<file path="src/hw/rtl/assert_macros.svh">
// Assertion macros shared by the divider search RTL.
// Needs nothing else; include inside a module body.
`ifndef ASSERT_MACROS_SVH
`define ASSERT_MACROS_SVH

// antecedent implies consequent in the same cycle
`define PDS_ASSERT_SAME(label, clk, rst, ante, cons, msg) \
   label: assert property (@(posedge clk) disable iff (rst) (ante) |-> (cons)) \
      else $error(msg);

// antecedent implies consequent in the next cycle
`define PDS_ASSERT_NEXT(label, clk, rst, ante, cons, msg) \
   label: assert property (@(posedge clk) disable iff (rst) (ante) |=> (cons)) \
      else $error(msg);

`endif

</file>
<file path="src/hw/rtl/pds_pkg.sv">
// Package for the PLL divider search: constants, state enum, command,
// status and result structs. No dependencies.
package pds_pkg;

   localparam int FREQ_W = 24;
   localparam int REF_W  = 23;
   localparam int DIV_W  = 6;
   localparam int P_W    = 2;
   localparam int NUM_W  = 32;
   localparam int DEN_W  = 5;
   localparam int MFAC_W = 7;
   localparam int CNT_W  = 5;

   localparam logic [DIV_W-1:0] M_FIRST  = 6'd1;
   localparam logic [DIV_W-1:0] M_LAST   = 6'd62;
   localparam logic [DIV_W-1:0] N_FIRST  = 6'd40;
   localparam logic [DIV_W-1:0] N_LAST   = 6'd62;
   localparam logic [DIV_W:0]   DIV_BASE = 7'd65;
   localparam logic [P_W-1:0]   P_LAST   = 2'd3;
   localparam logic [CNT_W-1:0] CNT_LAST = 5'd31;

   localparam logic [REF_W-1:0]  REF_FREQ_RST = 23'd938357;
   localparam logic [FREQ_W-1:0] VCO_MIN_RST  = 24'd7208960;
   localparam logic [FREQ_W-1:0] VCO_MAX_RST  = 24'd14417920;

   localparam int CSR_ADDR_W = 4;
   localparam int CSR_DATA_W = 32;
   localparam logic [1:0] CSR_REF_FREQ = 2'd0;
   localparam logic [1:0] CSR_VCO_MIN  = 2'd1;
   localparam logic [1:0] CSR_VCO_MAX  = 2'd2;

   typedef enum logic [2:0] {
      ST_IDLE,
      ST_LOAD,
      ST_DIV,
      ST_CHECK,
      ST_PEVAL,
      ST_NEXT,
      ST_DONE
   } state_type;

   typedef struct packed {
      logic init;
      logic load;
      logic step;
      logic eval;
      logic advance;
      logic done;
   } cmd_type;

   typedef struct packed {
      logic div_last;
      logic in_range;
      logic p_last;
      logic pair_last;
   } status_type;

   typedef struct packed {
      logic [FREQ_W-1:0] achieved_freq;
      logic [DIV_W-1:0]  m_value;
      logic [DIV_W-1:0]  n_value;
      logic [P_W-1:0]    p_value;
      logic              found;
   } result_type;

endpackage

</file>
<file path="src/hw/rtl/pds_ctrl.sv">
// Sequencer for the divider search: walks (m, n) pairs, the serial
// divide, the range check and the four p evaluations. Uses pds_pkg.
module pds_ctrl (
   input  logic                clock,
   input  logic                reset,
   input  logic                req_valid,
   output logic                req_ready,
   input  logic                out_free,
   input  pds_pkg::status_type status,
   output pds_pkg::cmd_type    cmd
);
   import pds_pkg::*;

   `include "assert_macros.svh"

   state_type state_ff, state_in;

   always_ff @(posedge clock) begin
      if (reset) begin
         state_ff <= ST_IDLE;
      end else begin
         state_ff <= state_in;
      end
   end

   always_comb begin
      state_in  = state_ff;
      cmd       = '0;
      req_ready = 1'b0;
      case (state_ff)
         ST_IDLE: begin
            req_ready = 1'b1;
            if (req_valid) begin
               cmd.init = 1'b1;
               state_in = ST_LOAD;
            end
         end
         ST_LOAD: begin
            cmd.load = 1'b1;
            state_in = ST_DIV;
         end
         ST_DIV: begin
            cmd.step = 1'b1;
            if (status.div_last) begin
               state_in = ST_CHECK;
            end
         end
         ST_CHECK: begin
            state_in = status.in_range ? ST_PEVAL : ST_NEXT;
         end
         ST_PEVAL: begin
            cmd.eval = 1'b1;
            if (status.p_last) begin
               state_in = ST_NEXT;
            end
         end
         ST_NEXT: begin
            if (status.pair_last) begin
               state_in = ST_DONE;
            end else begin
               cmd.advance = 1'b1;
               state_in    = ST_LOAD;
            end
         end
         ST_DONE: begin
            if (out_free) begin
               cmd.done = 1'b1;
               state_in = ST_IDLE;
            end
         end
         default: begin
            state_in = ST_IDLE;
         end
      endcase
   end

   `PDS_ASSERT_SAME(a_done_needs_slot, clock, reset, cmd.done, out_free, "result dropped")
   `PDS_ASSERT_NEXT(a_div_to_check, clock, reset, state_ff == ST_DIV && status.div_last,
                    state_ff == ST_CHECK, "divide did not end in range check")

endmodule

</file>
<file path="src/hw/rtl/pds_datapath.sv">
// Datapath for the divider search: loop counters, numerator multiply,
// restoring serial divider and best-candidate tracking. Uses pds_pkg.
module pds_datapath (
   input  logic                              clock,
   input  logic                              reset,
   input  pds_pkg::cmd_type                  cmd,
   input  logic [pds_pkg::FREQ_W-1:0]        target_freq,
   input  logic [pds_pkg::REF_W-1:0]         ref_freq,
   input  logic [pds_pkg::FREQ_W-1:0]        vco_min,
   input  logic [pds_pkg::FREQ_W-1:0]        vco_max,
   output pds_pkg::status_type               status,
   output pds_pkg::result_type               result
);
   import pds_pkg::*;

   logic [DIV_W-1:0]  m_ff, m_in, n_ff, n_in;
   logic [P_W-1:0]    p_ff, p_in;
   logic [CNT_W-1:0]  cnt_ff, cnt_in;
   logic [NUM_W-1:0]  acc_ff, acc_in;
   logic [DEN_W-1:0]  rem_ff, rem_in;
   logic [FREQ_W-1:0] target_ff, target_in;
   logic [FREQ_W-1:0] best_err_ff, best_err_in;
   result_type        best_ff, best_in;

   logic [MFAC_W-1:0] mfac;
   logic [DEN_W-1:0]  dfac;
   logic [28:0]       prod;
   logic [DEN_W:0]    trial;
   logic              ge;
   logic [FREQ_W-1:0] cand_f;
   logic [FREQ_W-1:0] cand_err;

   assign mfac  = DIV_BASE - {1'b0, m_ff};
   assign dfac  = DEN_W'(DIV_BASE - {1'b0, n_ff});
   assign prod  = 29'(ref_freq) * 29'(mfac);
   assign trial = {rem_ff, acc_ff[NUM_W-1]};
   assign ge    = trial >= {1'b0, dfac};

   assign cand_f   = acc_ff[FREQ_W-1:0] >> p_ff;
   assign cand_err = (target_ff >= cand_f) ? (target_ff - cand_f) : (cand_f - target_ff);

   always_comb begin
      m_in        = m_ff;
      n_in        = n_ff;
      p_in        = p_ff;
      cnt_in      = cnt_ff;
      acc_in      = acc_ff;
      rem_in      = rem_ff;
      target_in   = target_ff;
      best_err_in = best_err_ff;
      best_in     = best_ff;
      if (cmd.init) begin
         m_in      = M_FIRST;
         n_in      = N_FIRST;
         target_in = target_freq;
         best_in   = '0;
      end
      if (cmd.load) begin
         acc_in = {prod, 3'b000};
         rem_in = '0;
         cnt_in = '0;
         p_in   = '0;
      end
      if (cmd.step) begin
         rem_in = ge ? DEN_W'(trial - {1'b0, dfac}) : trial[DEN_W-1:0];
         acc_in = {acc_ff[NUM_W-2:0], ge};
         cnt_in = cnt_ff + 1'b1;
      end
      if (cmd.eval) begin
         p_in = p_ff + 1'b1;
         if (!best_ff.found || cand_err <= best_err_ff) begin
            best_err_in           = cand_err;
            best_in.achieved_freq = cand_f;
            best_in.m_value       = m_ff;
            best_in.n_value       = n_ff;
            best_in.p_value       = p_ff;
            best_in.found         = 1'b1;
         end
      end
      if (cmd.advance) begin
         if (n_ff == N_LAST) begin
            n_in = N_FIRST;
            m_in = m_ff + 1'b1;
         end else begin
            n_in = n_ff + 1'b1;
         end
      end
   end

   always_ff @(posedge clock) begin
      if (reset) begin
         best_ff <= '0;
      end else begin
         best_ff <= best_in;
      end
   end

   always_ff @(posedge clock) begin
      m_ff        <= m_in;
      n_ff        <= n_in;
      p_ff        <= p_in;
      cnt_ff      <= cnt_in;
      acc_ff      <= acc_in;
      rem_ff      <= rem_in;
      target_ff   <= target_in;
      best_err_ff <= best_err_in;
   end

   assign status.div_last  = cnt_ff == CNT_LAST;
   assign status.in_range  = (acc_ff >= NUM_W'(vco_min)) && (acc_ff < NUM_W'(vco_max));
   assign status.p_last    = p_ff == P_LAST;
   assign status.pair_last = (m_ff == M_LAST) && (n_ff == N_LAST);
   assign result           = best_ff;

endmodule

</file>
<file path="src/hw/rtl/pll_divider_search_core.sv">
// Top level of the PLL divider search: CSR block, output register and the
// controller/datapath pair. Uses pds_pkg, pds_ctrl, pds_datapath.
//
// One request at a time. Each request sweeps all 1426 (m, n) pairs; a pair
// takes a load, a 32-step serial divide, a range check and an advance, plus
// four p evaluations when its VCO is in range. The serial divider sets the
// pace. When the sweep ends the controller waits in its done state until
// the output register is free, moves the result into it and returns to
// idle, where the next request is accepted.
// CSRs: 0x0 ref_freq, 0x4 vco_min, 0x8 vco_max; write them only while no
// request is in flight.
module pll_divider_search_core (
   input  logic                                 clock,
   input  logic                                 reset,
   input  logic                                 req_valid,
   output logic                                 req_ready,
   input  logic [pds_pkg::FREQ_W-1:0]           req_target_freq,
   output logic                                 rsp_valid,
   input  logic                                 rsp_ready,
   output logic [pds_pkg::FREQ_W-1:0]           rsp_achieved_freq,
   output logic [pds_pkg::DIV_W-1:0]            rsp_m_value,
   output logic [pds_pkg::DIV_W-1:0]            rsp_n_value,
   output logic [pds_pkg::P_W-1:0]              rsp_p_value,
   output logic                                 rsp_found,
   input  logic                                 psel,
   input  logic                                 penable,
   input  logic                                 pwrite,
   input  logic [pds_pkg::CSR_ADDR_W-1:0]       paddr,
   input  logic [pds_pkg::CSR_DATA_W-1:0]       pwdata,
   output logic [pds_pkg::CSR_DATA_W-1:0]       prdata,
   output logic                                 pready
);
   import pds_pkg::*;

   `include "assert_macros.svh"

   logic [REF_W-1:0]  ref_freq_ff;
   logic [FREQ_W-1:0] vco_min_ff, vco_max_ff;
   logic              csr_wr;
   logic [1:0]        csr_idx;

   logic              rsp_valid_ff, rsp_valid_in;
   result_type        rsp_ff, rsp_in;
   logic              out_free;

   cmd_type           cmd;
   status_type        status;
   result_type        result;

   assign pready  = 1'b1;
   assign csr_idx = paddr[3:2];
   assign csr_wr  = psel && penable && pwrite;

   always_ff @(posedge clock) begin
      if (reset) begin
         ref_freq_ff <= REF_FREQ_RST;
         vco_min_ff  <= VCO_MIN_RST;
         vco_max_ff  <= VCO_MAX_RST;
      end else if (csr_wr) begin
         case (csr_idx)
            CSR_REF_FREQ: ref_freq_ff <= pwdata[REF_W-1:0];
            CSR_VCO_MIN:  vco_min_ff  <= pwdata[FREQ_W-1:0];
            CSR_VCO_MAX:  vco_max_ff  <= pwdata[FREQ_W-1:0];
            default: begin
            end
         endcase
      end
   end

   always_comb begin
      case (csr_idx)
         CSR_REF_FREQ: prdata = CSR_DATA_W'(ref_freq_ff);
         CSR_VCO_MIN:  prdata = CSR_DATA_W'(vco_min_ff);
         CSR_VCO_MAX:  prdata = CSR_DATA_W'(vco_max_ff);
         default:      prdata = '0;
      endcase
   end

   pds_ctrl u_ctrl (
      .clock     (clock),
      .reset     (reset),
      .req_valid (req_valid),
      .req_ready (req_ready),
      .out_free  (out_free),
      .status    (status),
      .cmd       (cmd)
   );

   pds_datapath u_datapath (
      .clock       (clock),
      .reset       (reset),
      .cmd         (cmd),
      .target_freq (req_target_freq),
      .ref_freq    (ref_freq_ff),
      .vco_min     (vco_min_ff),
      .vco_max     (vco_max_ff),
      .status      (status),
      .result      (result)
   );

   assign out_free = !rsp_valid_ff || rsp_ready;

   always_comb begin
      rsp_valid_in = rsp_valid_ff;
      rsp_in       = rsp_ff;
      if (rsp_valid_ff && rsp_ready) begin
         rsp_valid_in = 1'b0;
      end
      if (cmd.done) begin
         rsp_valid_in = 1'b1;
         rsp_in       = result;
      end
   end

   always_ff @(posedge clock) begin
      if (reset) begin
         rsp_valid_ff <= 1'b0;
      end else begin
         rsp_valid_ff <= rsp_valid_in;
      end
   end

   always_ff @(posedge clock) begin
      rsp_ff <= rsp_in;
   end

   assign rsp_valid         = rsp_valid_ff;
   assign rsp_achieved_freq = rsp_ff.achieved_freq;
   assign rsp_m_value       = rsp_ff.m_value;
   assign rsp_n_value       = rsp_ff.n_value;
   assign rsp_p_value       = rsp_ff.p_value;
   assign rsp_found         = rsp_ff.found;

   `PDS_ASSERT_NEXT(a_busy_after_accept, clock, reset, req_valid && req_ready, !req_ready,
                    "request accepted while search running")
   `PDS_ASSERT_SAME(a_not_found_zero, clock, reset, rsp_valid && !rsp_found,
                    rsp_achieved_freq == '0 && rsp_m_value == '0 && rsp_n_value == '0,
                    "empty result carries nonzero fields")

endmodule
</file>
<file path="config.mk">
export PLATFORM = sky130hd
export DESIGN_NAME = pll_divider_search_core
export DESIGN_NICKNAME = d
export VERILOG_FILES = /design/src/hw/rtl/pds_pkg.sv /design/src/hw/rtl/pds_ctrl.sv /design/src/hw/rtl/pds_datapath.sv /design/src/hw/rtl/pll_divider_search_core.sv
export VERILOG_INCLUDE_DIRS = /design/src /design/src/hw/rtl
export SDC_FILE = /design/constraint.sdc
export NUM_CORES = 1
export LEC_CHECK = 0
export BUFFER_PORTS_ARGS = -buffer_cell sky130_fd_sc_hd__buf_2
export CAP_MARGIN = 10
export CORE_MARGIN = 8
export CORE_UTILIZATION = 65
export DETAILED_ROUTE_END_ITERATION = 16
export HOLD_SLACK_MARGIN = 0.1
export MAX_ROUTING_LAYER = met4
export PLACE_DENSITY = 0.9
export SYNTH_ARGS = -nofsm -noshare
export SYNTH_HDL_FRONTEND = slang
export SYNTH_SLANG_ARGS = --single-unit
</file>
<file path="constraint.sdc">
create_clock -name clock -period 12.22 [get_ports clock]
set_input_delay 0.611 -clock clock [delete_from_list [all_inputs] [get_ports clock]]
set_output_delay 0.611 -clock clock [all_outputs]
set_load 0.02 [all_outputs]
</file>
Word-level counts from Yosys, hierarchy flattened --
Cells that the tools add are included.
Word-level totals: register bits 257, input port bits 67, output and inout bits 74, word-level logic and storage cells 113
Operators by class: add/subtract/negate cells 9, $mul 1, order comparisons 5, equality and inequality tests 16, shift-type cells 1, multiplexer cells 38, reductions and logical operators 20
Operator list (number):
- $mux W39 | 3
- $pmux W24 S3 | 1
- $mux W32 | 2
- $sub A24 B24 Y24 | 2
- $mux W6 | 6
- $ge A32 B24 Y1 | 1
- $lt A32 B24 Y1 | 1
- $mul A23 B7 Y29 | 1
- $ge A24 B24 Y1 | 1
- $le A24 B24 Y1 | 1
- $mux W24 | 1
- $shr A24 B2 Y24 | 1
- $pmux W3 S7 | 1
- $mux W5 | 4
- $mux W3 | 5
- $mux W1 | 13
- $add A6 B1 Y6 const B | 2
- $eq A6 B6 Y1 const B | 2
- $eq A3 B3 Y1 const B | 3
- $ne A2 B2 Y1 const B | 4
- $reduce_and A2 Y1 | 4
- $reduce_bool A2 Y1 | 4
- $sub A7 B6 Y7 const A | 1
- $eq A3 B2 Y1 const B | 2
- other kinds (16) | 24

Longest topological paths before layout --
Gate-level depths: netlist (run 1).
word-level depth 7, gate-level depth with buffers 29, mapped depth without buffers 24

Modules after synthesis --
From an unflattened synthesis (run 1), not the netlist that was laid out.
Unflattened totals: cells, all modules 2212, area total of the unflattened synthesis 20638.5 um^2
By module, submodules not included:
- pds_datapath | instances 1, cells an instance 1768, area each 15685.0 um^2, seq. area each 3843.7 um^2
- pll_divider_search_core | instances 1, cells an instance 410, area each 4662.0 um^2, seq. area each 2612.5 um^2
- pds_ctrl | instances 1, cells an instance 34, area each 291.5 um^2, seq. area each 60.1 um^2

Worst setup path before layout (run 1) --
No wires, ideal clock.
kind reg2reg, from reg u_datapath.p_ff[0], to reg u_datapath.best_err_ff[0] (enable), setup time 345 ps, data arrival time 5815 ps, data required time 11875 ps, path slack 6060 ps, cell stages (with the launch flop) 27, buffers on the path 7, clock period less this slack 6160 ps, path through edfxtp_1 > clkbuf_1 > clkbuf_1 > mux2i_1 > mux2_2 > inv_1 > ha_1 > buf_2 > a21oi_1 > o21ai_1 > o311ai_1 > a21oi_2 > buf_6 > buf_6 > buf_2 > o31ai_1 > xnor2_1 > ha_1 > a21o_1 > a21o_1 > a21o_1 > a21o_1 > a21o_1 > a21o_1 > a221o_1 > a31oi_2 > buf_4
On the way: word-level cells in the longest chain between the ends 6, elaborated cells on any way between the ends 8, those cells by class 2 x add/sub; 2 x order compare; 1 x shift; 1 x mux; 2 x reduce/logical
RTL lines:
- start, declared | RTL line pds_datapath.sv:17 | logic [P_W-1:0] p_ff, p_in;
- start signal, assigned | RTL line pds_datapath.sv:101 | p_ff <= p_in;
- $shr A24 B2 Y24 * | RTL line pds_datapath.sv:39 | assign cand_f = acc_ff[FREQ_W-1:0] >> p_ff;
- $sub A24 B24 Y24 / $ge A24 B24 Y1 (equally long branches) | RTL line pds_datapath.sv:40 | assign cand_err = (target_ff >= cand_f) ? (target_ff - cand_f) : (cand_f - target_ff);
- $mux W24 * | RTL line pds_datapath.sv:40
- net u_datapath.cand_err[8] | RTL line pds_datapath.sv:31 | logic [FREQ_W-1:0] cand_err;
- $le A24 B24 Y1 * | RTL line pds_datapath.sv:71 | if (!best_ff.found || cand_err <= best_err_ff) begin
- $logic_or A1 B1 Y1 * | RTL line pds_datapath.sv:71
- $reduce_and A2 Y1 (no source line) *
- end signal, assigned | RTL line pds_datapath.sv:106 | best_err_ff <= best_err_in;
- end, declared | RTL line pds_datapath.sv:22 | logic [FREQ_W-1:0] best_err_ff, best_err_in;
Mark *: on every way through the listed nets, which the timed path passes. The rest lies on a longest branch. A chain may end at the register's enable or synchronous reset.

Worst setup path after layout (run 1) --
from reg u_datapath.p_ff[0], to reg u_datapath.best_ff (netlist bit u_datapath.result[37])
On the way: word-level cells in the longest chain between the ends 7, elaborated cells on any way between the ends 9, those cells by class 2 x add/sub; 2 x order compare; 1 x shift; 3 x mux; 1 x reduce/logical
RTL lines:
- $shr A24 B2 Y24 * | RTL line pds_datapath.sv:39
- $sub A24 B24 Y24 / $ge A24 B24 Y1 (equally long branches) | RTL line pds_datapath.sv:40
- $mux W24 * | RTL line pds_datapath.sv:40
- net u_datapath.cand_err[17] | RTL line pds_datapath.sv:31
- $le A24 B24 Y1 * | RTL line pds_datapath.sv:71
- $logic_or A1 B1 Y1 * | RTL line pds_datapath.sv:71
- $mux W39 * | RTL line pds_datapath.sv:71
- $mux W39 * | RTL line pds_datapath.sv:69 | if (cmd.eval) begin
- end signal, assigned | RTL line pds_datapath.sv:94 | best_ff <= best_in;
- end, declared | RTL line pds_datapath.sv:23 | result_type best_ff, best_in;
Marked as above.

==> results of run 1 <==
==> cell usage after synthesis (all sizes together), types with 79 or more instances <==
library cell and count:
nor2 106, ha 180, edfxtp 137, a21oi 154, inv 260, nand2 266, and2 107, fa 106
o21ai 88, clkbuf 79, mux2i 90, dfxtp 120
==> routing by layer <==
layer	vias to the layer above	global-route usage [%]	wire [um]
li1	7502	-	-
met1	7850	33.6	20100
met2	708	49.2	25200
met3	183	4.12	3730
met4	0	14.2	2630
met5	-	-	0
==> layout by cell type, fill, tap and decap left out, drive strengths merged, types with 9 or more instances in the layout <==
| master | netlist | layout |
|---|---|---|
| edfxtp | 137 | 137 |
| nor3b | 13 | 13 |
| a21o | 59 | 59 |
| a211o | 12 | 12 |
| inv | 260 | 261 |
| and3 | 10 | 10 |
| mux2i | 90 | 90 |
| a21oi | 154 | 154 |
| nor2 | 106 | 106 |
| o21bai | 12 | 12 |
| dfxtp | 120 | 120 |
| conb | 2 | 9 |
| nand4 | 30 | 30 |
| nand3b | 45 | 45 |
| nand2b | 45 | 45 |
| nand3 | 25 | 25 |
| buf | 36 | 141 |
| and2 | 107 | 107 |
| mux2 | 20 | 20 |
| fa | 106 | 106 |
| nor2b | 24 | 24 |
| xnor2 | 34 | 34 |
| o21ai | 88 | 88 |
| ha | 180 | 180 |
| a31oi | 15 | 15 |
| nor3 | 22 | 22 |
| clkbuf | 79 | 45 |
| nand2 | 266 | 266 |
| xor2 | 24 | 24 |
==> where the power goes <==
group	total (mW)	internal, mW	switching [mW]	leakage, nW
clock	0.847	0.490	0.357	0.463
combinational	1.96	0.778	1.18	7.08
sequential	1.20	1.09	0.112	2.25
==> area by class of cell <==
cell class	instances	area, um2	area share [%]
clock buffer	45	867	3.98
tap	396	495	2.27
multi-input combinational	1570	12100	55.6
clock inverter	9	70.1	0.321
inverter	260	976	4.48
timing repair buffer	141	758	3.48
sequential	257	6520	29.9
==> per-stage QoR <==
stage                     instance area (um2)  utilization, %  setup slack (ns)  hold slack (ns)
after floorplan                         20100               -              6.06            0.400
after global placement                  20900            68.4              4.06            0.406
after detailed placement                20900            68.4              3.90            0.410
after CTS                               21800            71.4              3.87            0.198
after global routing                    21800            71.4              3.26            0.199
final                                   21800            71.4              3.72            0.213
==> flip-flops by register name, summed over array words and instances (netlist names) <==
name	cells
u_datapath.n_ff	6
u_datapath.result	39
u_datapath.p_ff	2
rsp_found	1
rsp_p_value	2
u_ctrl.state_ff	3
rsp_valid	1
ref_freq_ff	23
rsp_achieved_freq	24
u_datapath.best_err_ff	24
u_datapath.m_ff	6
vco_max_ff	24
u_datapath.cnt_ff	5
u_datapath.target_ff	24
rsp_m_value	6
u_datapath.rem_ff	5
rsp_n_value	6
u_datapath.acc_ff	32
vco_min_ff	24
==> path summary, 6_finish.rpt <==
path | from | to | slack (ns)
worst max-delay path | u_datapath.p_ff[0]$_SDFFCE_PN0P_ | u_datapath.result[37]$_SDFF_PP0_ | 3.72
worst min-delay path | req_target_freq[19] | u_datapath.target_ff[19]$_DFFE_PP_ | 0.21
worst max register to register | u_datapath.p_ff[0]$_SDFFCE_PN0P_ | u_datapath.result[37]$_SDFF_PP0_ | 3.72
worst min register to register | u_datapath.result[21]$_SDFF_PP0_ | rsp_achieved_freq[6]$_DFFE_PP_ | 0.42
==> kinds of logic (layout without fill, tap and decap cells) <==
logic type               count (synthesis)  in the layout  synth area share (%)
adder cells (fa/ha/maj)                286            286                  21.8
flip-flops                             257            257                  32.5
AO/OA/AOI/OAI                          396            396                  12.1
multiplexers                           112            112                  5.84
XOR/XNOR                                58             58                  2.53
other                                    2              9                0.0375
buffers and inverters                  375            455                  7.44
AND/OR/NAND/NOR                        709            709                  17.7
==> out/qor.csv, run 1 <==
stage;metric;value;unit
clock_tree;H-Tree Level Count;1;
timing;Clock Skews;0.0142;ns
global_routing;total gr overflow;0;
worst_hold_path;Hold Path Depth;1;
global_routing;largest net degree at the start of global routing;122;
global_routing;number of global-route vias before repair;16800;
clock_tree;Post-CTS Setup Inserts;0;
synthesis;Synth Register Bits;257;
placement;placed cells;2624;
clock_tree;Clk pin slew, worst setup/hold paths;0.06;ns
setup_path;crit path kind;reg -> reg;
timing;final hold vios;0;
synthesis;ys async rst share;0;%
timing;Max Freq;118;MHz
setup_path;Worst Setup End Kind;flip-flop;
setup_path;reg2reg path depth;26;
drt;DR vias;16200;
synthesis;Yosys top cell by area;edfxtp_1;
cells_and_area;Layout Nets;2612;
synthesis;most used flip-flop cell after synthesis;edfxtp_1;
timing;RSZ-0062 raised after global routing;false;
cells_and_area;fillers;2230;
synthesis;Synth warnings;0;
clock_tree;CTS resizes;0;
setup_path;delay of the slowest cell on the worst path;0.74;ns
global_routing;initial antenna violation count;1;
placement;port bufs;121;
die;Die ar.;36700;um2
timing;fin crit period;8.50;ns
synthesis;top cell type's share of synthesized area;20.5;%
setup_path;WP data arrival;8.95;ns
timing;total negative slack;0;ns
setup_path;Bufs and invs on worst path;4;
clock_tree;Hold-fix buffers, CTS;0;
timing;Slew Limit Headroom;18.6;%
synthesis;EDFF count, synth;137;
drt;DR iter-0 viols;1209;
synthesis;synth top area cells;edfxtp_1, dfxtp_1, ha_1;
die;Std-Cell Rows;64;
cells_and_area;Area growth syn-to-layout;8.77;%
synthesis;register area share after synthesis;32.5;%
job;max cap viols;0;
synthesis;Netlist cell types;68;
setup_path;CP dominant cell by count;a21o_1;
clock_tree;Worst-Skew Late Latency;0.57;ns
pwr;post-route total power;4.01;mW
run_status;outcome;finished, final reports clean;
setup_path;Crit path required time;12.67;ns
timing;final critical-path share of the clock period;69.6;%
synthesis;syn_area_per_cell;9.13;um2
clock_tree;total CTS buffers;29;
drt;Avg Vias per Cell;6.07;
global_routing;gr usage total;29.0;%
clock_tree;total clock sinks;257;
drt;drt wl/cell;19.3;um
setup_path;CP top delay family;compound AO/OA/AOI/OAI gates;
pwr;Lkg Pwr;9.80;nW
setup_path;startpoint types;flip-flop;
clock_tree;TritonCTS clock tree;built;
worst_hold_path;Worst Hold Class;in -> reg;
timing;Finish-stage setup viols;0;
timing;max-slew violations;0;
die;Die Width;192;um
placement;Final GP Congestion;0.946;
cells_and_area;layout cells sized above 1;9.68;%
setup_path;WP depth;26;
cells_and_area;Inserted Diodes;0;
die;DIE HEIGHT;192;um
drt;post-detailed-routing wire length;51.7;mm
clock_tree;root buffer cell;clkbuf_16;
clock_tree;CTS Buffer Depth;3;
pwr;cell area power density;184;nW/um2
drt;Final ANT Viol Nets;0;
die;core area;30500;um2
drt;drt first pass iters;5;
synthesis;Cell Area, Synth;20000;um2
timing;actual slew at the worst max-slew pin;1.22;ns
die;Initial Util;65.7;%
setup_path;Max Fanout on Critical Path;50;
synthesis;Post-Synthesis Cells;2195;
setup_path;CP max stage cell;edfxtp_1;
placement;post-DP HPWL;37.9;mm
global_routing;first-pass GRT wire length;84.2;mm
pwr;worst vdd ir;0.119;mV
cells_and_area;non-filler cells, final;2678;
die;I/O pin count;141;
drt;DRC;0;
Note: power is estimated with default switching activity, not from simulation.
==> run 2: changes to the inputs <==
CORE_UTILIZATION = 62   (was 65)
PLACE_DENSITY = 0.87   (was 0.9)
clock period = 8.67 ns   (was 12.22 ns; I/O delays follow)
==> run 2 against run 1 <==
  * Worst hold slack worse by 0.096 ns
  * Sequential share of layout area down 0.45 points
  * Setup slack worse by 2.6 ns
  * Combinational power up 42%
==> out/qor.csv, run 2 (synthesis results as in run 1) <==
stage;metric;value;unit;change
run_status;outcome;finished, final reports clean;;
global_routing;number of global-route vias before repair;16400;;-2.3%
drt;DR vias;16400;;+1.1%
die;I/O pin count;141;;unchanged
placement;placed cells;2634;;+0.38%
die;Initial Util;62.2;%;-3.5 points
clock_tree;TritonCTS clock tree;built;;
placement;post-DP HPWL;38.5;mm;+1.5%
clock_tree;Post-CTS Setup Inserts;0;;unchanged
setup_path;startpoint types;flip-flop;;
setup_path;WP data arrival;8.02;ns;-0.93 ns
cells_and_area;non-filler cells, final;2716;;+1.4%
setup_path;worst reg2reg endpoint;u_datapath.result[16]$_SDFF_PP0_;;
cells_and_area;max FFs per register;39;;unchanged
timing;RSZ-0062 raised after global routing;false;;
drt;Avg Vias per Cell;6.05;;-0.32%
placement;port bufs;121;;unchanged
setup_path;crit path kind;reg -> reg;;
setup_path;CP startpoint;u_datapath.p_ff[1]$_SDFFCE_PN0P_;;
pwr;Clk network pwr share;21.4;%;+0.3 points
pwr;Lkg Pwr;9.92;nW;+1.2%
timing;final critical-path share of the clock period;87.0;%;+17 points
clock_tree;Clk pin slew, worst setup/hold paths;0.06;ns;about the same
die;DIE HEIGHT;196;um;+2.2%
cells_and_area;Layout Nets;2637;;+0.96%
drt;DRC;0;;unchanged
global_routing;initial antenna violation count;1;;unchanged
clock_tree;total clock sinks;257;;unchanged
cells_and_area;most common cell after layout, fill and taps aside;nand2_1;;
setup_path;Crit path required time;9.15;ns;-3.52 ns
clock_tree;total CTS buffers;30;;+3.4%
pwr;Seq pwr share;29.9;%;about the same
global_routing;total gr overflow;0;;unchanged
timing;total negative slack;0;ns;unchanged
job;max cap viols;0;;unchanged
clock_tree;root buffer cell;clkbuf_16;;
die;Std-Cell Rows;66;;+3.1%
clock_tree;H-Tree Level Count;1;;unchanged
timing;max-slew violations;0;;unchanged
cells_and_area;layout cells sized above 1;9.75;%;+0.068 points
setup_path;Worst Setup End Kind;flip-flop;;
global_routing;gr usage total;27.5;%;-1.6 points
setup_path;R2R setup slack;1.13;ns;-2.60 ns
global_routing;largest net degree at the start of global routing;104;;-15%
pwr;worst vdd ir;0.190;mV;+59%
timing;Slew Limit Headroom;19.8;%;+1.2 points
timing;final hold vios;0;;unchanged
pwr;post-route total power;5.74;mW;+43%
clock_tree;Worst-Skew Late Latency;0.57;ns;about the same
clock_tree;CTS Buffer Depth;3;;unchanged
timing;fin crit period;7.54;ns;-0.955 ns
die;Die ar.;38300;um2;+4.4%
setup_path;Setup crit end;u_datapath.result[16]$_SDFF_PP0_;;
cells_and_area;Area growth syn-to-layout;10.4;%;
drt;Final ANT Viol Nets;0;;unchanged
cells_and_area;Final Core Density;68.7;%;-2.7 points
drt;drt first pass iters;7;;+2
pwr;cell area power density;259;nW/um2;+41%
clock_tree;CTS resizes;0;;unchanged
die;Die Width;196;um;+2.2%
pwr;Pint;3.35;mW;+42%
setup_path;reg2reg path depth;24;;-7.7%
pwr;Psw;2.39;mW;+45%
setup_path;Max Fanout on Critical Path;31;;-38%
timing;actual slew at the worst max-slew pin;1.20;ns;-0.0190 ns
global_routing;first-pass GRT wire length;84.0;mm;-0.35%
timing;Max Freq;133;MHz;+13%
pwr;share of total power in combinational logic;48.6;%;-0.3 points
placement;Final GP Congestion;0.958;;+1.3%
timing;Clock Skews;0.0174;ns;+0.00319 ns
drt;post-detailed-routing wire length;52.4;mm;+1.4%
die;core area;32200;um2;+5.6%
worst_hold_path;Worst Hold Class;in -> reg;;
timing;Finish-stage setup viols;0;;unchanged
cells_and_area;most frequent cells in the layout;nand2_1, inv_1, ha_1, a21oi_1, edfxtp_1;;
drt;DR iter-0 viols;1370;;+13%
pwr;switching part of the total;41.7;%;+0.48 points
setup_path;r2r startpoint;u_datapath.p_ff[1]$_SDFFCE_PN0P_;;
drt;drt wl/cell;19.3;um;about the same
## run 2: through the flow
stage	area, um2	worst slack (ns)	hold slack [ns]
5_1_grt	22100	0.631	0.112
4_1_cts	22100	1.22	0.100
6_report	22100	1.13	0.116
3_5_place_dp	20900	1.27	0.410
3_3_place_gp	20900	1.57	0.404
2_1_floorplan	20100	2.51	0.400
## run 2: worst min-delay path by stage
stage,end,slack (ns),cells past startpoint,from
after detailed placement,rsp_achieved_freq[11]$_DFFE_PP_,0.41,0,u_datapath.result[26]$_SDFF_PP0_
after CTS,vco_min_ff[18]$_SDFFE_PP1P_,0.10,2,pwdata[18]
after global routing,vco_min_ff[22]$_SDFFE_PP1P_,0.11,2,pwdata[22]
after floorplan,rsp_achieved_freq[10]$_DFFE_PP_,0.40,0,u_datapath.result[25]$_SDFF_PP0_
after global placement,rsp_achieved_freq[10]$_DFFE_PP_,0.40,0,u_datapath.result[25]$_SDFF_PP0_
final,vco_min_ff[18]$_SDFFE_PP1P_,0.12,2,pwdata[18]
## run 2: power by group through the flow
| stage | Sequential (mW) | Combinational [mW] | Clock, mW |
|---|---|---|---|
| 2_1_floorplan | 1.63 | 2.10 | 0 |
| 3_3_place_gp | 1.73 | 2.59 | 0 |
| 3_5_place_dp | 1.73 | 2.72 | 0 |
| 4_1_cts | 1.71 | 2.75 | 1.24 |
| 5_1_grt | 1.72 | 3.10 | 1.29 |
| 6_report | 1.72 | 2.79 | 1.23 |
## run 2: area by class of cell
type                       count  area (um2)
clock buffer                  34         807
multi-input combinational   1570       12100
antenna                        1        2.50
tap                          408         510
fill                        2426       10100
clock inverter                21         166
timing repair buffer         165        1030
sequential                   257        6520
inverter                     260         976
## run 2: repair_timing
action                                 CTS  global route
endpoints found under the hold margin   26             0
hold buffers                            26             0
setup endpoints to repair                0             0
## run 2: per-layer routing
layer | vias to the layer above | wire length, um | global-route usage (%) | part of all wire (%)
li1 | 7583 | - | - | -
met1 | 7985 | 21100 | 33.5 | 40
met2 | 687 | 25200 | 45.5 | 48
met3 | 166 | 3780 | 3.46 | 7.2
met4 | 0 | 2380 | 12.1 | 4.5
met5 | - | 0 | - | 0
## run 2: critical path, stage by stage (launching register included)
cell,delay (ns)
edfxtp_1,0.81
inv_1,0.47
mux2i_1,0.47
ha_1,0.43
nand4_1,0.22
nor3_1,0.25
o311ai_1,0.21
a21oi_4,0.51
mux2_2,0.42
nand2b_1,0.15
o221ai_1,0.34
o21ai_1,0.17
xnor2_1,0.27
ha_1,0.30
a21o_1,0.16
a21o_1,0.17
a21o_1,0.17
a21o_1,0.17
a21oi_1,0.13
o21ai_0,0.13
a21o_1,0.22
a31oi_4,0.46
buf_12,0.29
buf_12,0.22
mux2i_1,0.27
==> run 3: changes to the inputs <==
CORE_ASPECT_RATIO = 1.2   (was not set)
CORE_MARGIN = 2   (was 8)
PLACE_DENSITY = 0.8   (was 0.87)
==> run 3 against run 2 <==
  * First-iteration DRC count fell by 17%
  * Clock power about the same
  * Cell count shrank 0.22%
  * Register-to-register slack gained 0.12 ns
  * Critical path depth is 1 lower
  * Critical path type unchanged
==> out/qor.csv, run 3 (synthesis results as in run 1) <==
stage;metric;value;unit;change
run_status;outcome;finished, final reports clean;;
die;DIE HEIGHT;201;um;+2.6%
timing;total negative slack;0;ns;unchanged
pwr;cell area power density;254;nW/um2;-2.1%
setup_path;r2r startpoint;u_datapath.p_ff[0]$_SDFFCE_PN0P_;;
pwr;Pint;3.34;mW;about the same
setup_path;ordered cell list for the critical path;mux2_2 -> o21ai_0 -> inv_1 -> ha_1 -> nand4_1 -> a31oi_1 -> o311ai_1 -> a21oi_4 -> buf_4 -> mux2_2 -> a221o_1 -> nor3_2 -> xnor2_1 -> ha_1 -> a21o_1 -> a21o_1 -> a21o_1 -> a21oi_1 -> o21ai_0 -> a21o_1 -> a31oi_4 -> buf_12 -> mux2_1;;
global_routing;total gr overflow;0;;unchanged
setup_path;Setup crit end;u_datapath.result[24]$_SDFF_PP0_;;
pwr;Clk network pwr share;21.4;%;about the same
pwr;Seq pwr share;30.2;%;+0.3 points
drt;drt first pass iters;5;;-2
global_routing;number of global-route vias before repair;16000;;-2.4%
clock_tree;Worst-Skew Late Latency;0.57;ns;about the same
timing;actual slew at the worst max-slew pin;1.24;ns;+0.0432 ns
drt;Final ANT Viol Nets;0;;unchanged
pwr;switching part of the total;40.3;%;-1.4 points
timing;Max Freq;135;MHz;+1.6%
setup_path;reg2reg path depth;23;;-4.2%
global_routing;gr usage total;30.9;%;+3.4 points
clock_tree;CTS resizes;0;;unchanged
placement;Area after DPL;20900;um2;about the same
setup_path;CP max stage cell;edfxtp_1;;
pwr;share of total power in combinational logic;48.5;%;about the same
cells_and_area;Inserted Diodes;0;;-1
clock_tree;CTS Buffer Depth;3;;unchanged
setup_path;Crit path required time;9.10;ns;-0.05 ns
clock_tree;Post-CTS Setup Inserts;0;;unchanged
global_routing;first-pass GRT wire length;81.3;mm;-3.2%
die;Die Width;168;um;-14%
drt;DR iter-0 viols;1137;;-17%
timing;max-slew violations;0;;unchanged
cells_and_area;max FFs per register;39;;unchanged
setup_path;Worst Setup End Kind;flip-flop;;
cells_and_area;Area growth syn-to-layout;10.1;%;
job;max cap viols;0;;unchanged
clock_tree;H-Tree Level Count;1;;unchanged
drt;DR vias;15900;;-3.0%
drt;Avg Vias per Cell;5.88;;-2.8%
drt;drt wl/cell;18.8;um;-2.8%
setup_path;Max Fanout on Critical Path;43;;+39%
clock_tree;root buffer cell;clkbuf_16;;
cells_and_area;most frequent cells in the layout;nand2_1, inv_1, ha_1, a21oi_1, edfxtp_1;;
setup_path;WP data arrival;7.86;ns;-0.16 ns
cells_and_area;most common cell after layout, fill and taps aside;nand2_1;;
drt;post-detailed-routing wire length;50.8;mm;-3.0%
setup_path;CP dominant cell by count;a21o_1;;
setup_path;CP startpoint;u_datapath.p_ff[0]$_SDFFCE_PN0P_;;
pwr;Psw;2.26;mW;-5.7%
pwr;worst vdd ir;0.203;mV;+6.7%
die;Initial Util;62.5;%;+0.26 points
setup_path;delay of the slowest cell on the worst path;0.92;ns;+0.11 ns
clock_tree;Hold-fix buffers, CTS;25;;-3.8%
placement;Final GP Congestion;0.961;;+0.28%
clock_tree;TritonCTS clock tree;built;;
pwr;Lkg Pwr;9.90;nW;-0.21%
die;I/O pin count;141;;unchanged
timing;Clock Skews;0.0190;ns;+0.00169 ns
setup_path;startpoint types;flip-flop;;
die;Die ar.;33800;um2;-12%
global_routing;initial antenna violation count;0;;-1
timing;fin crit period;7.42;ns;-0.121 ns
timing;Slew Limit Headroom;16.9;%;-2.9 points
worst_hold_path;Worst Hold Class;in -> reg;;
setup_path;crit path kind;reg -> reg;;
clock_tree;Clk pin slew, worst setup/hold paths;0.06;ns;about the same
setup_path;worst reg2reg endpoint;u_datapath.result[24]$_SDFF_PP0_;;
cells_and_area;layout cells sized above 1;9.55;%;-0.20 points
drt;DRC;0;;unchanged
clock_tree;total clock sinks;257;;unchanged
timing;Finish-stage setup viols;0;;unchanged
clock_tree;total CTS buffers;27;;-10%
timing;final hold vios;0;;unchanged
placement;port bufs;121;;unchanged
cells_and_area;final instance area;22100;um2;-0.34%
placement;post-DP HPWL;37.0;mm;-4.0%
cells_and_area;Layout Nets;2635;;-0.076%
timing;final critical-path share of the clock period;85.6;%;-1.4 points
die;core area;32100;um2;-0.42%
timing;RSZ-0062 raised after global routing;false;;
global_routing;largest net degree at the start of global routing;92;;-12%
setup_path;R2R setup slack;1.25;ns;+0.12 ns
die;Std-Cell Rows;72;;+9.1%
-- run 3: cell type report --
class | count | area, um2
Clock buffer | 41 | 811
Clock inverter | 9 | 103
Fill cell | 2509 | 10000
Inverter | 260 | 976
Multi-Input combinational cell | 1570 | 12100
Sequential cell | 257 | 6520
Tap cell | 407 | 509
Timing Repair Buffer | 166 | 1020
-- run 3: through the flow --
stage	hold slack (ns)	cells	worst slack (ns)	power, mW	util (%)
detailed placement	0.411	2635	1.32	4.37	65.1
floorplan	0.400	2202	2.51	3.73	-
CTS	0.108	2710	1.30	5.59	68.8
global placement	0.405	2635	1.39	4.29	65.1
finish	0.117	2710	1.25	5.60	68.8
global route	0.125	2710	0.852	5.99	68.8
-- run 3: critical path: cells and delay by family, from the launching register on --
family,cells,cell delay (ns)
compound gates,12,3.09
xor+xnor,1,0.18
fa+ha+maj,2,0.75
buf+inv,3,0.78
flops,1,0.92
mux,3,1.14
simple gates,2,0.40
-- run 3: power groups by stage --
stage	Combinational [mW]	Clock, mW	Sequential (mW)
2_1_floorplan	2.10	0	1.63
3_3_place_gp	2.59	0	1.70
3_5_place_dp	2.66	0	1.71
4_1_cts	2.70	1.21	1.69
5_1_grt	3.04	1.25	1.71
6_report	2.72	1.20	1.69
-- run 3: worst min path at each step --
stage / slack (ns) / cells after the start / to / start
after floorplan: 0.40 / 0 / rsp_achieved_freq[10]$_DFFE_PP_ / u_datapath.result[25]$_SDFF_PP0_
after global placement: 0.40 / 0 / rsp_achieved_freq[12]$_DFFE_PP_ / u_datapath.result[27]$_SDFF_PP0_
after detailed placement: 0.41 / 0 / rsp_achieved_freq[12]$_DFFE_PP_ / u_datapath.result[27]$_SDFF_PP0_
after CTS: 0.11 / 2 / vco_min_ff[17]$_SDFFE_PP1P_ / pwdata[17]
after global routing: 0.12 / 2 / vco_min_ff[18]$_SDFFE_PP1P_ / pwdata[18]
final: 0.12 / 2 / vco_min_ff[17]$_SDFFE_PP1P_ / pwdata[17]
-- run 3: metal layers --
layer,part of all wire [%],GRT usage [%],up-vias
li1,-,-,7535
met1,40,37.0,7755
met2,51,54.2,506
met3,4.8,2.72,138
met4,3.9,11.9,0
met5,0,-,-
